<file path="src/sv/rmat_pkg.sv">
// ----------------------------------------------------------------------------
// rmat_pkg
// Types and constants shared by the refresh management activation tracker.
// ----------------------------------------------------------------------------
package rmat_pkg;

  localparam int unsigned CNT_W = 16;
  localparam logic [CNT_W-1:0] CNT_MAX = '1;
  localparam logic [CNT_W-1:0] THRESHOLD_RESET = 16'd80;

  localparam int unsigned PADDR_W = 3;
  localparam int unsigned PDATA_W = 32;

  // register index, taken from paddr[2]
  localparam logic REG_ACT_THRESHOLD = 1'b0;
  localparam logic REG_PER_BANK_MODE = 1'b1;

  typedef struct packed {
    logic       opens_bank;
    logic [1:0] rank;
    logic [5:0] flat_bank;
  } cmd_item_t;

  typedef struct packed {
    logic       all_bank;
    logic [1:0] target_rank;
    logic [5:0] target_bank;
  } rfm_item_t;

  // write-side control of the counter memory
  typedef struct packed {
    logic wr_en;    // write one entry
    logic clr_all;  // invalidate every entry
  } mem_cmd_t;

  typedef enum logic {
    S_IDLE,
    S_RMW
  } state_t;

endpackage

</file>
<file path="src/sv/rmat_cnt_mem.sv">
// ----------------------------------------------------------------------------
// rmat_cnt_mem
// Per-bank activation counter store: one synchronous RAM with a registered
// read port, plus a valid bit per entry so a bulk clear resets every entry at once.
// ----------------------------------------------------------------------------
module rmat_cnt_mem #(
  parameter int unsigned BANK_COUNT = 64,
  parameter int unsigned BANK_W     = 6
) (
  input  logic                     clk,
  input  logic                     rst,
  input  logic                     rd_en,
  input  logic [BANK_W-1:0]        rd_addr,
  output logic [rmat_pkg::CNT_W-1:0] rd_data,
  input  rmat_pkg::mem_cmd_t       cmd,
  input  logic [BANK_W-1:0]        wr_addr,
  input  logic [rmat_pkg::CNT_W-1:0] wr_data
);

  logic [rmat_pkg::CNT_W-1:0] mem [BANK_COUNT];
  logic [BANK_COUNT-1:0]      valid;
  logic [rmat_pkg::CNT_W-1:0] rd_raw;
  logic                       rd_hit;

  always_ff @(posedge clk) begin
    if (cmd.wr_en) begin
      mem[wr_addr] <= wr_data;
    end
    if (rd_en) begin
      rd_raw <= mem[rd_addr];
    end
  end

  always_ff @(posedge clk) begin
    if (rst) begin
      valid  <= '0;
      rd_hit <= 1'b0;
    end else begin
      if (rd_en) begin
        rd_hit <= valid[rd_addr];
      end
      if (cmd.clr_all) begin
        valid <= '0;
      end else if (cmd.wr_en) begin
        valid[wr_addr] <= 1'b1;
      end
    end
  end

  // an entry never written since the last clear reads as zero
  assign rd_data = rd_hit ? rd_raw : '0;

endmodule

</file>
<file path="src/sv/refresh_management_act_tracker.sv">
// ----------------------------------------------------------------------------
// refresh_management_act_tracker
// Counts activates per bank and issues a refresh management command when a
// bank's count reaches the programmed threshold.
// The accepting edge registers the counter RAM read; the write-back state then
// writes the counter back and registers the result strobe, one command at a time.
// busy is high during the write-back cycle.
// Reset clears all counters at once through the per-entry valid bits,
// threshold returns to 80, per-bank mode to off. The receiver cannot stall.
// ----------------------------------------------------------------------------
module refresh_management_act_tracker #(
  parameter int unsigned BANK_COUNT = 64,
  parameter int unsigned NUM_RANKS  = 4
) (
  input  logic                          clk,
  input  logic                          rst,
  input  logic                          start,
  output logic                          busy,
  input  rmat_pkg::cmd_item_t           item,
  output logic                          result_valid,
  output rmat_pkg::rfm_item_t           result,
  input  logic                          psel,
  input  logic                          penable,
  input  logic                          pwrite,
  input  logic [rmat_pkg::PADDR_W-1:0]  paddr,
  input  logic [rmat_pkg::PDATA_W-1:0]  pwdata,
  output logic [rmat_pkg::PDATA_W-1:0]  prdata,
  output logic                          pready
);

  localparam int unsigned BANK_W = (BANK_COUNT > 1) ? $clog2(BANK_COUNT) : 1;

  // configuration
  logic [rmat_pkg::CNT_W-1:0] act_threshold;
  logic                       per_bank_mode;
  logic                       cfg_wr;

  assign pready = 1'b1;
  assign cfg_wr = psel & penable & pwrite;

  always_ff @(posedge clk) begin
    if (rst) begin
      act_threshold <= rmat_pkg::THRESHOLD_RESET;
      per_bank_mode <= 1'b0;
    end else if (cfg_wr) begin
      unique case (paddr[2])
        rmat_pkg::REG_ACT_THRESHOLD: act_threshold <= pwdata[rmat_pkg::CNT_W-1:0];
        rmat_pkg::REG_PER_BANK_MODE: per_bank_mode <= pwdata[0];
        default: ;
      endcase
    end
  end

  always_comb begin
    unique case (paddr[2])
      rmat_pkg::REG_ACT_THRESHOLD: prdata = {{(rmat_pkg::PDATA_W-rmat_pkg::CNT_W){1'b0}},
                                             act_threshold};
      rmat_pkg::REG_PER_BANK_MODE: prdata = {{(rmat_pkg::PDATA_W-1){1'b0}}, per_bank_mode};
      default:                     prdata = '0;
    endcase
  end

  // input beat decode
  rmat_pkg::state_t state, state_next;
  logic             accept;
  logic             in_range;
  logic [BANK_W+5:0] bank_ext;
  logic [BANK_W-1:0] bank_idx;

  assign accept   = start & ~busy;
  assign bank_ext = {{BANK_W{1'b0}}, item.flat_bank};
  assign bank_idx = bank_ext[BANK_W-1:0];
  assign in_range = ({26'd0, item.flat_bank} < 32'(BANK_COUNT)) &&
                    ({30'd0, item.rank} < 32'(NUM_RANKS));

  // held item for the write-back cycle
  logic              act_ok;
  logic [1:0]        hold_rank;
  logic [5:0]        hold_bank;
  logic [BANK_W-1:0] hold_idx;

  always_ff @(posedge clk) begin
    if (rst) begin
      act_ok <= 1'b0;
    end else if (accept) begin
      act_ok <= item.opens_bank & in_range;
    end
  end

  always_ff @(posedge clk) begin
    if (accept) begin
      hold_rank <= item.rank;
      hold_bank <= item.flat_bank;
      hold_idx  <= bank_idx;
    end
  end

  always_ff @(posedge clk) begin
    if (rst) begin
      state <= rmat_pkg::S_IDLE;
    end else begin
      state <= state_next;
    end
  end

  always_comb begin
    unique case (state)
      rmat_pkg::S_IDLE: state_next = accept ? rmat_pkg::S_RMW : rmat_pkg::S_IDLE;
      rmat_pkg::S_RMW:  state_next = rmat_pkg::S_IDLE;
      default:          state_next = rmat_pkg::S_IDLE;
    endcase
  end

  logic in_rmw;

  always_comb begin
    unique case (state)
      rmat_pkg::S_IDLE: begin
        busy   = 1'b0;
        in_rmw = 1'b0;
      end
      rmat_pkg::S_RMW: begin
        busy   = 1'b1;
        in_rmw = 1'b1;
      end
      default: begin
        busy   = 1'b1;
        in_rmw = 1'b0;
      end
    endcase
  end

  // read-modify-write of the bank counter
  logic [rmat_pkg::CNT_W-1:0] cnt_cur;
  logic [rmat_pkg::CNT_W-1:0] cnt_inc;
  logic                       trigger;
  logic                       do_act;
  rmat_pkg::mem_cmd_t         mem_cmd;
  logic [rmat_pkg::CNT_W-1:0] wr_data;

  assign do_act  = in_rmw & act_ok;
  assign cnt_inc = (cnt_cur == rmat_pkg::CNT_MAX) ? cnt_cur : cnt_cur + 1'b1;
  assign trigger = cnt_inc >= act_threshold;

  always_comb begin
    mem_cmd.wr_en   = 1'b0;
    mem_cmd.clr_all = 1'b0;
    wr_data         = cnt_inc;
    if (do_act) begin
      if (!trigger) begin
        mem_cmd.wr_en = 1'b1;
      end else if (per_bank_mode) begin
        mem_cmd.wr_en = 1'b1;
        wr_data       = '0;
      end else begin
        mem_cmd.clr_all = 1'b1;
      end
    end
  end

  rmat_cnt_mem #(
    .BANK_COUNT (BANK_COUNT),
    .BANK_W     (BANK_W)
  ) u_cnt_mem (
    .clk     (clk),
    .rst     (rst),
    .rd_en   (accept),
    .rd_addr (bank_idx),
    .rd_data (cnt_cur),
    .cmd     (mem_cmd),
    .wr_addr (hold_idx),
    .wr_data (wr_data)
  );

  // result beat, one cycle wide
  always_ff @(posedge clk) begin
    if (rst) begin
      result_valid <= 1'b0;
    end else begin
      result_valid <= do_act & trigger;
    end
  end

  always_ff @(posedge clk) begin
    if (do_act & trigger) begin
      result.all_bank    <= ~per_bank_mode;
      result.target_rank <= hold_rank;
      result.target_bank <= hold_bank;
    end
  end

endmodule

</file>
<file path="config.mk">
export PLATFORM = sky130hd
export DESIGN_NAME = refresh_management_act_tracker
export DESIGN_NICKNAME = d
export VERILOG_FILES = /design/src/sv/rmat_pkg.sv /design/src/sv/rmat_cnt_mem.sv /design/src/sv/refresh_management_act_tracker.sv
export SDC_FILE = /design/constraint.sdc
export NUM_CORES = 1
export LEC_CHECK = 0
export BUFFER_PORTS_ARGS = -buffer_cell sky130_fd_sc_hd__buf_2
export CAP_MARGIN = 15
export CORE_MARGIN = 5
export CORE_UTILIZATION = 41
export CTS_BUF_LIST = sky130_fd_sc_hd__clkbuf_4
export CTS_CLUSTER_SIZE = 25
export DETAILED_ROUTE_END_ITERATION = 12
export GPL_ROUTABILITY_DRIVEN = 1
export GPL_TIMING_DRIVEN = 0
export PLACE_DENSITY = 0.6
export RECOVER_POWER = 100
export SKIP_CTS_REPAIR_TIMING = 1
export SLEW_MARGIN = 25
export SYNTH_ARGS = -nofsm -noshare
export SYNTH_HDL_FRONTEND = slang
export SYNTH_SLANG_ARGS = --single-unit
export TNS_END_PERCENT = 20
</file>
<file path="constraint.sdc">
create_clock -name clk -period 8.81 [get_ports clk]
set_clock_uncertainty 0.05 [all_clocks]
set_input_delay 1.762 -clock clk [delete_from_list [all_inputs] [get_ports clk]]
set_output_delay 1.762 -clock clk [all_outputs]
set_load 0.05 [all_outputs]
</file>
; ---- Yosys cells after proc, flatten, opt, wreduce, memory -nomap -nowiden
; Memory sizes are Yosys's and may differ from the RTL's. A register that Yosys moved wholly into a read port is not among the register bits.
; Index checks and enable logic that the tools add are counted.
[totals]
reg_bits = 102
ramBits = 1024
inputBits = 50
output_inout_bits = 44
wordCells = 53
memories = 1
[mem_list]
columns = memory, depth, width, rd, rd_clocked_by_memory_dff, write_ports, line
row1 = u_cnt_mem.mem, 64, 16, 1, 1, 1, rmat_cnt_mem.sv:20  ; logic [rmat_pkg::CNT_W-1:0] mem [BANK_COUNT];
[op_classes]
n_addsub = 1
magnitude_cmp = 4
eq_ne = 1
muxes = 20
bitwise = 10
n_reduce_logical = 4
[ops]
columns = operator, n
row1 = $mux 16, 5
row2 = $or 64x64->64, 1
row3 = $pmux 32 s2, 1
row4 = $add 16x1->16 const B, 1
row5 = $eq 16x16->1 const B, 1
row6 = $ge 16x16->1, 1
row7 = $lt 6x7->1 const B, 2
row8 = $mux 1, 9
row9 = $bmux 1 s6, 1
row10 = $demux 1 s6, 1
row11 = $ge 6x1->1 const B, 1
row12 = $and 1x1->1, 5
row13 = $not 1->1, 4
row14 = $pmux 1 s2, 2
row15 = $reduce_and 2->1, 2
row16 = $mux 2, 1
row17 = $reduce_or 2->1, 1
row18 = $logic_and 1x1->1, 1

; ---- Logic depth before layout (Yosys ltp)
[logic_depth]
depth_word = 8
depth_mapped = 17
ltp_nobuf = 15

; ---- Cells and area by module
; A second synthesis with hierarchy kept.
[hier_totals]
cells_unflattened = 2066
hier_area_um2 = 44477.7
[by_module_without_submodules]
columns = mod, instances, cells_per_inst, area_each_um2, seq_area_each_um2
row1 = rmat_cnt_mem, 1, 1788, 42115.4, 32531.2
row2 = refresh_management_act_tracker, 1, 278, 2362.3, 910.9

; ---- Worst setup path after synthesis
; Ideal clock, no wire load.
[synth_path]
kind = reg2reg
start = register u_cnt_mem.rd_raw[0] in the netlist's numbering, read port of u_cnt_mem.mem
end = memory u_cnt_mem.mem[0][11] in the netlist's numbering (data pin)
setup_ns = 0.712
arrival_time_ns = 6.112
required_time_ns = 8.048
path_slack_ns = 1.936
path_stages_with_launch = 18
cell_sequence = edfxtp_1 -> and2_1 -> ha_1 -> nand2_1 -> or2_2 -> o21ai_1 -> or4_1 -> xor2_1 -> nor2b_1 -> ha_1 -> a21o_1 -> a311oi_1 -> o221ai_1 -> a21oi_1 -> clkbuf_1 -> nor4_1 -> clkbuf_1 -> nor3b_1
[synth_between]
elab_chain_len = 6
elab_cells_between_ends = 8
[synth_rtl]
columns = element, line
row1 = from (decl), rmat_cnt_mem.sv:22  ; logic [rmat_pkg::CNT_W-1:0] rd_raw;
row2 = $mux 16 *, rmat_cnt_mem.sv:51  ; assign rd_data = rd_hit ? rd_raw : '0;
row3 = $add 16x1->16 / $eq 16x16->1 (equally long branches), refresh_management_act_tracker.sv:142  ; assign cnt_inc = (cnt_cur == rmat_pkg::CNT_MAX) ? cnt_cur : cnt_cur + 1'b1;
row4 = $mux 16 *, refresh_management_act_tracker.sv:142
row5 = $ge 16x16->1 / $mux 16 (equally long branches), "refresh_management_act_tracker.sv:143, refresh_management_act_tracker.sv:152"
row6 = $mux 16, refresh_management_act_tracker.sv:150  ; if (!trigger) begin
row7 = $mux 16 *, refresh_management_act_tracker.sv:149  ; if (do_act) begin
row8 = "named net u_cnt_mem.wr_data, one bit", rmat_cnt_mem.sv:17  ; input logic [rmat_pkg::CNT_W-1:0] wr_data
row9 = to (decl), rmat_cnt_mem.sv:20
; The timed path passes the listed nets; every way through them passes the cells marked *.

; ---- Worst setup path after layout
[layout_path]
start = register u_cnt_mem.rd_hit
end = memory u_cnt_mem.mem[3][6] in the netlist's numbering (data pin)
[layout_between]
elab_chain_len = 6
elab_cells_between_ends = 8
[layout_rtl]
columns = element, line
row1 = from (decl), rmat_cnt_mem.sv:23  ; logic rd_hit;
row2 = from (signal assigned), rmat_cnt_mem.sv:40  ; rd_hit <= valid[rd_addr];
row3 = $mux 16 *, rmat_cnt_mem.sv:51
row4 = $add 16x1->16 / $eq 16x16->1 (equally long branches), refresh_management_act_tracker.sv:142
row5 = $mux 16 *, refresh_management_act_tracker.sv:142
row6 = $ge 16x16->1 / $mux 16 (equally long branches), "refresh_management_act_tracker.sv:143, refresh_management_act_tracker.sv:152"
row7 = $mux 16, refresh_management_act_tracker.sv:150
row8 = $mux 16 *, refresh_management_act_tracker.sv:149
row9 = "named net u_cnt_mem.wr_data, one bit", rmat_cnt_mem.sv:17
; Marks and branches as above.

==> flow_metrics.env <==
export IMPL_max_slew_margin=-0.972
export IMPL_synth_area_um2=45100
export IMPL_ys_warn_count=0
export IMPL_die_y_um=341
export IMPL_routed_wire_length_per_instance_um=28.2
export IMPL_core_region_area_um2=109000
export IMPL_hold_slack_ns=0.376
export IMPL_io_buffers=57
export IMPL_reg2reg_depth=19
export IMPL_required_ns=9.69
export IMPL_cts_tree="yes"
export IMPL_insertion_delay_ns=1.14
export IMPL_startpoint_type="flop"
export IMPL_crit_fanout=16
export IMPL_gr_total_overflow=0
export IMPL_status="finished, violations left"
export IMPL_p_sw_mw=2.48
export IMPL_gp_congestion=0.918
export IMPL_synth_top_area_frac=0.705
export IMPL_htree_levels=5
export IMPL_clkPwrFrac=0.401
export IMPL_period_minus_slack_ns=7.57
export IMPL_die_x_um=341
export IMPL_grt_pass1_wl_mm=173
export IMPL_r2r_start="u_cnt_mem.rd_hit"
export IMPL_io_pins=94
export IMPL_combPwrFrac=0.057
export IMPL_synth_seq_cells=1142
export IMPL_min_to="result[6]"
export IMPL_initial_core_util=0.413
export IMPL_fin_util=0.469
export IMPL_drtAntennaViolNets=0
export IMPL_total_power_mw=10.9
export IMPL_area_delta_synth_final_pct=13.6
export IMPL_synth_avg_cell_area_um2=19.8
export IMPL_drive_gt1_frac=0.312
export IMPL_synth_edf_count=1057
export IMPL_min_from="hold_rank[0]"
export IMPL_dr_pass1_iters=6
export IMPL_rsz0062_at_grt="no"
export IMPL_vias=24095
export IMPL_antenna_found_initial=2
export IMPL_dpl_worst_slack_ns=2.15
export IMPL_via_per_inst=5.60
export IMPL_grt_pass1_vias=24718
export IMPL_yosys_area_top_type="edfxtp_1"
export IMPL_mostFrequentLayoutCell="edfxtp_1"
export IMPL_rows=121
export IMPL_worst_ir_drop_vdd_mv=0.102
export IMPL_cts_buffer_depth=4
export IMPL_end_kind="flop"
export IMPL_min_path_cells=0
export IMPL_ys_async_sr_fraction=0
export IMPL_p_leak_nw=17.0
export IMPL_cts_root_buf="clkbuf_4"
export IMPL_synth_top_flop_cell="edfxtp_1"
export IMPL_reg2reg_slack_ns=1.24
export IMPL_clkSinkCount=1142
export IMPL_cts_buffers=303
export IMPL_finalSetupViolCount=0
export IMPL_period_share=0.859
export IMPL_p_seq_frac=0.543
export IMPL_wl_mm=121
export IMPL_r2r_end="u_cnt_mem.mem[3][6]"
export IMPL_violations="capacitance limit, slew limit"
export IMPL_p_int_mw=8.44
export IMPL_tightestPinTransition_ns=2.93
export IMPL_grt_max_degree=38
export IMPL_crit_arrival_ns=8.45
export IMPL_max_freq_mhz=132
export IMPL_post_dp_hpwl_mm=79.2
export IMPL_critPathKind="flop to flop"
export IMPL_clkSlewWorstSetupHoldPaths_ns=0.07
export IMPL_drtIter0Drc=2538
export IMPL_most_common_layout_cells="edfxtp_1, clkbuf_4, mux4_2, inv_1, clkbuf_1"
export IMPL_postLayoutSetupSlackWorst_ns=1.24
export IMPL_finalHoldViolations=0
export IMPL_hold_class="flop to flop"
export IMPL_ys_types=50
export IMPL_powerDensity_nw_per_um2=213
export IMPL_synthTopCellsByArea="edfxtp_1, mux4_2, dfxtp_1"
export IMPL_post_route_drc_count=0
export IMPL_fin_nets=2768
export IMPL_die_area_um2=117000
export IMPL_startpoint="u_cnt_mem.rd_hit"
export IMPL_slew_violations=174
export IMPL_synth_cells=2273
export IMPL_cap_viol_max_count=10
export IMPL_swShare=0.227
export IMPL_grtUsageTotal=0.208
export IMPL_synth_seq_area_share=0.742
-- state kept, by name, summed over array words and instances (netlist names) --
register	count
result_valid	1
state	1
u_cnt_mem.valid	64
per_bank_mode	1
u_cnt_mem.rd_hit	1
hold_idx	6
act_ok	1
u_cnt_mem.mem	1024
result	9
act_threshold	16
u_cnt_mem.rd_raw	16
hold_rank	2
-- per-stage QoR --
step	cells	setup TNS [ns]	instance area (µm²)
5_1_grt	4304	0	51200
4_1_cts	4300	0	51600
6_report	4304	0	51200
3_5_place_dp	3810	0	48000
2_1_floorplan	2288	0	45100
3_3_place_gp	3759	-1536.80	47200
-- cell usage after synthesis, types with 3 or more instances --
cell	count
nor2_1	93
a21oi_1	84
edfxtp_1	1057
or2_2	3
mux4_2	339
ha_1	17
o2111ai_1	4
nor3b_1	6
a21o_1	4
buf_1	9
buf_2	26
nor3_1	5
dfxtp_1	85
nand2_1	87
nand4_1	8
o21ai_0	66
nor4_1	5
a21boi_0	4
xor2_1	10
clkbuf_1	72
nand3_1	16
nand2b_1	3
xnor2_1	4
buf_4	30
a211oi_1	9
o211ai_1	4
inv_1	149
a31oi_1	12
buf_6	3
nor2b_1	28
-- metal layers --
metal  vias up  global-route usage  share of wire
met2      1172               0.334           0.48
met3       183              0.0552          0.083
met5         -                   0              0
met4         0              0.0678          0.028
li1      10114                   -              -
met1     12626               0.280           0.41
-- area by class of cell --
type                       instances  area [µm²]
buffer                           140         694
clock buffer                     428        3210
tap                             1414        1770
fill                            9227       57800
inverter                         149         559
timing repair buffer             108         711
multi-input combinational        857       10400
sequential                      1142       33400
antenna                            4        10.0
clock inverter                    62         325
-- power groups by stage --
stage | Combinational (mW) | Clock [mW] | Sequential [mW]
2_1_floorplan | 0.376 | 0 | 6.04
3_3_place_gp | 0.588 | 0 | 6.05
3_5_place_dp | 0.633 | 0 | 6.04
4_1_cts | 0.634 | 4.48 | 5.92
5_1_grt | 0.651 | 4.80 | 5.92
6_report | 0.618 | 4.37 | 5.92
-- cells by family after synthesis --
group	count (synthesis)	share of synthesized area
compound gates	204	0.0259
xor+xnor	14	0.00272
fa+ha+maj	17	0.00472
buf+inv	289	0.0278
flops	1142	0.742
mux	342	0.170
other cells	2	0.000167
simple gates	263	0.0263
-- worst max path at each step --
stage                                  to  slack (ns)
detailed placement    u_cnt_mem.mem[6][6]        2.15
global placement      u_cnt_mem.mem[6][6]       -3.08
CTS                   u_cnt_mem.mem[3][6]        2.08
global route        u_cnt_mem.mem[12][14]        0.91
floorplan            u_cnt_mem.mem[0][11]        1.94
finish                u_cnt_mem.mem[3][6]        1.24
-- critical path, cell delays in order, from the launching register on --
cell and delay, ns:
dfxtp_1 0.45, nand2_1 0.18, or4_1 0.52, clkbuf_1 0.19, o21ai_0 0.50, or4_1 0.21, xor2_1 0.21, nor2b_1 0.09
ha_1 0.32, a21o_1 0.19, a311oi_1 0.31, o221ai_1 0.21, a21oi_1 0.52, clkbuf_1 0.46, nor4_1 0.19, clkbuf_1 0.40
nor3b_1 1.36, clkbuf_1 0.51, buf_4 0.27, buf_6 0.20
Power figures use the tool's default switching activity.
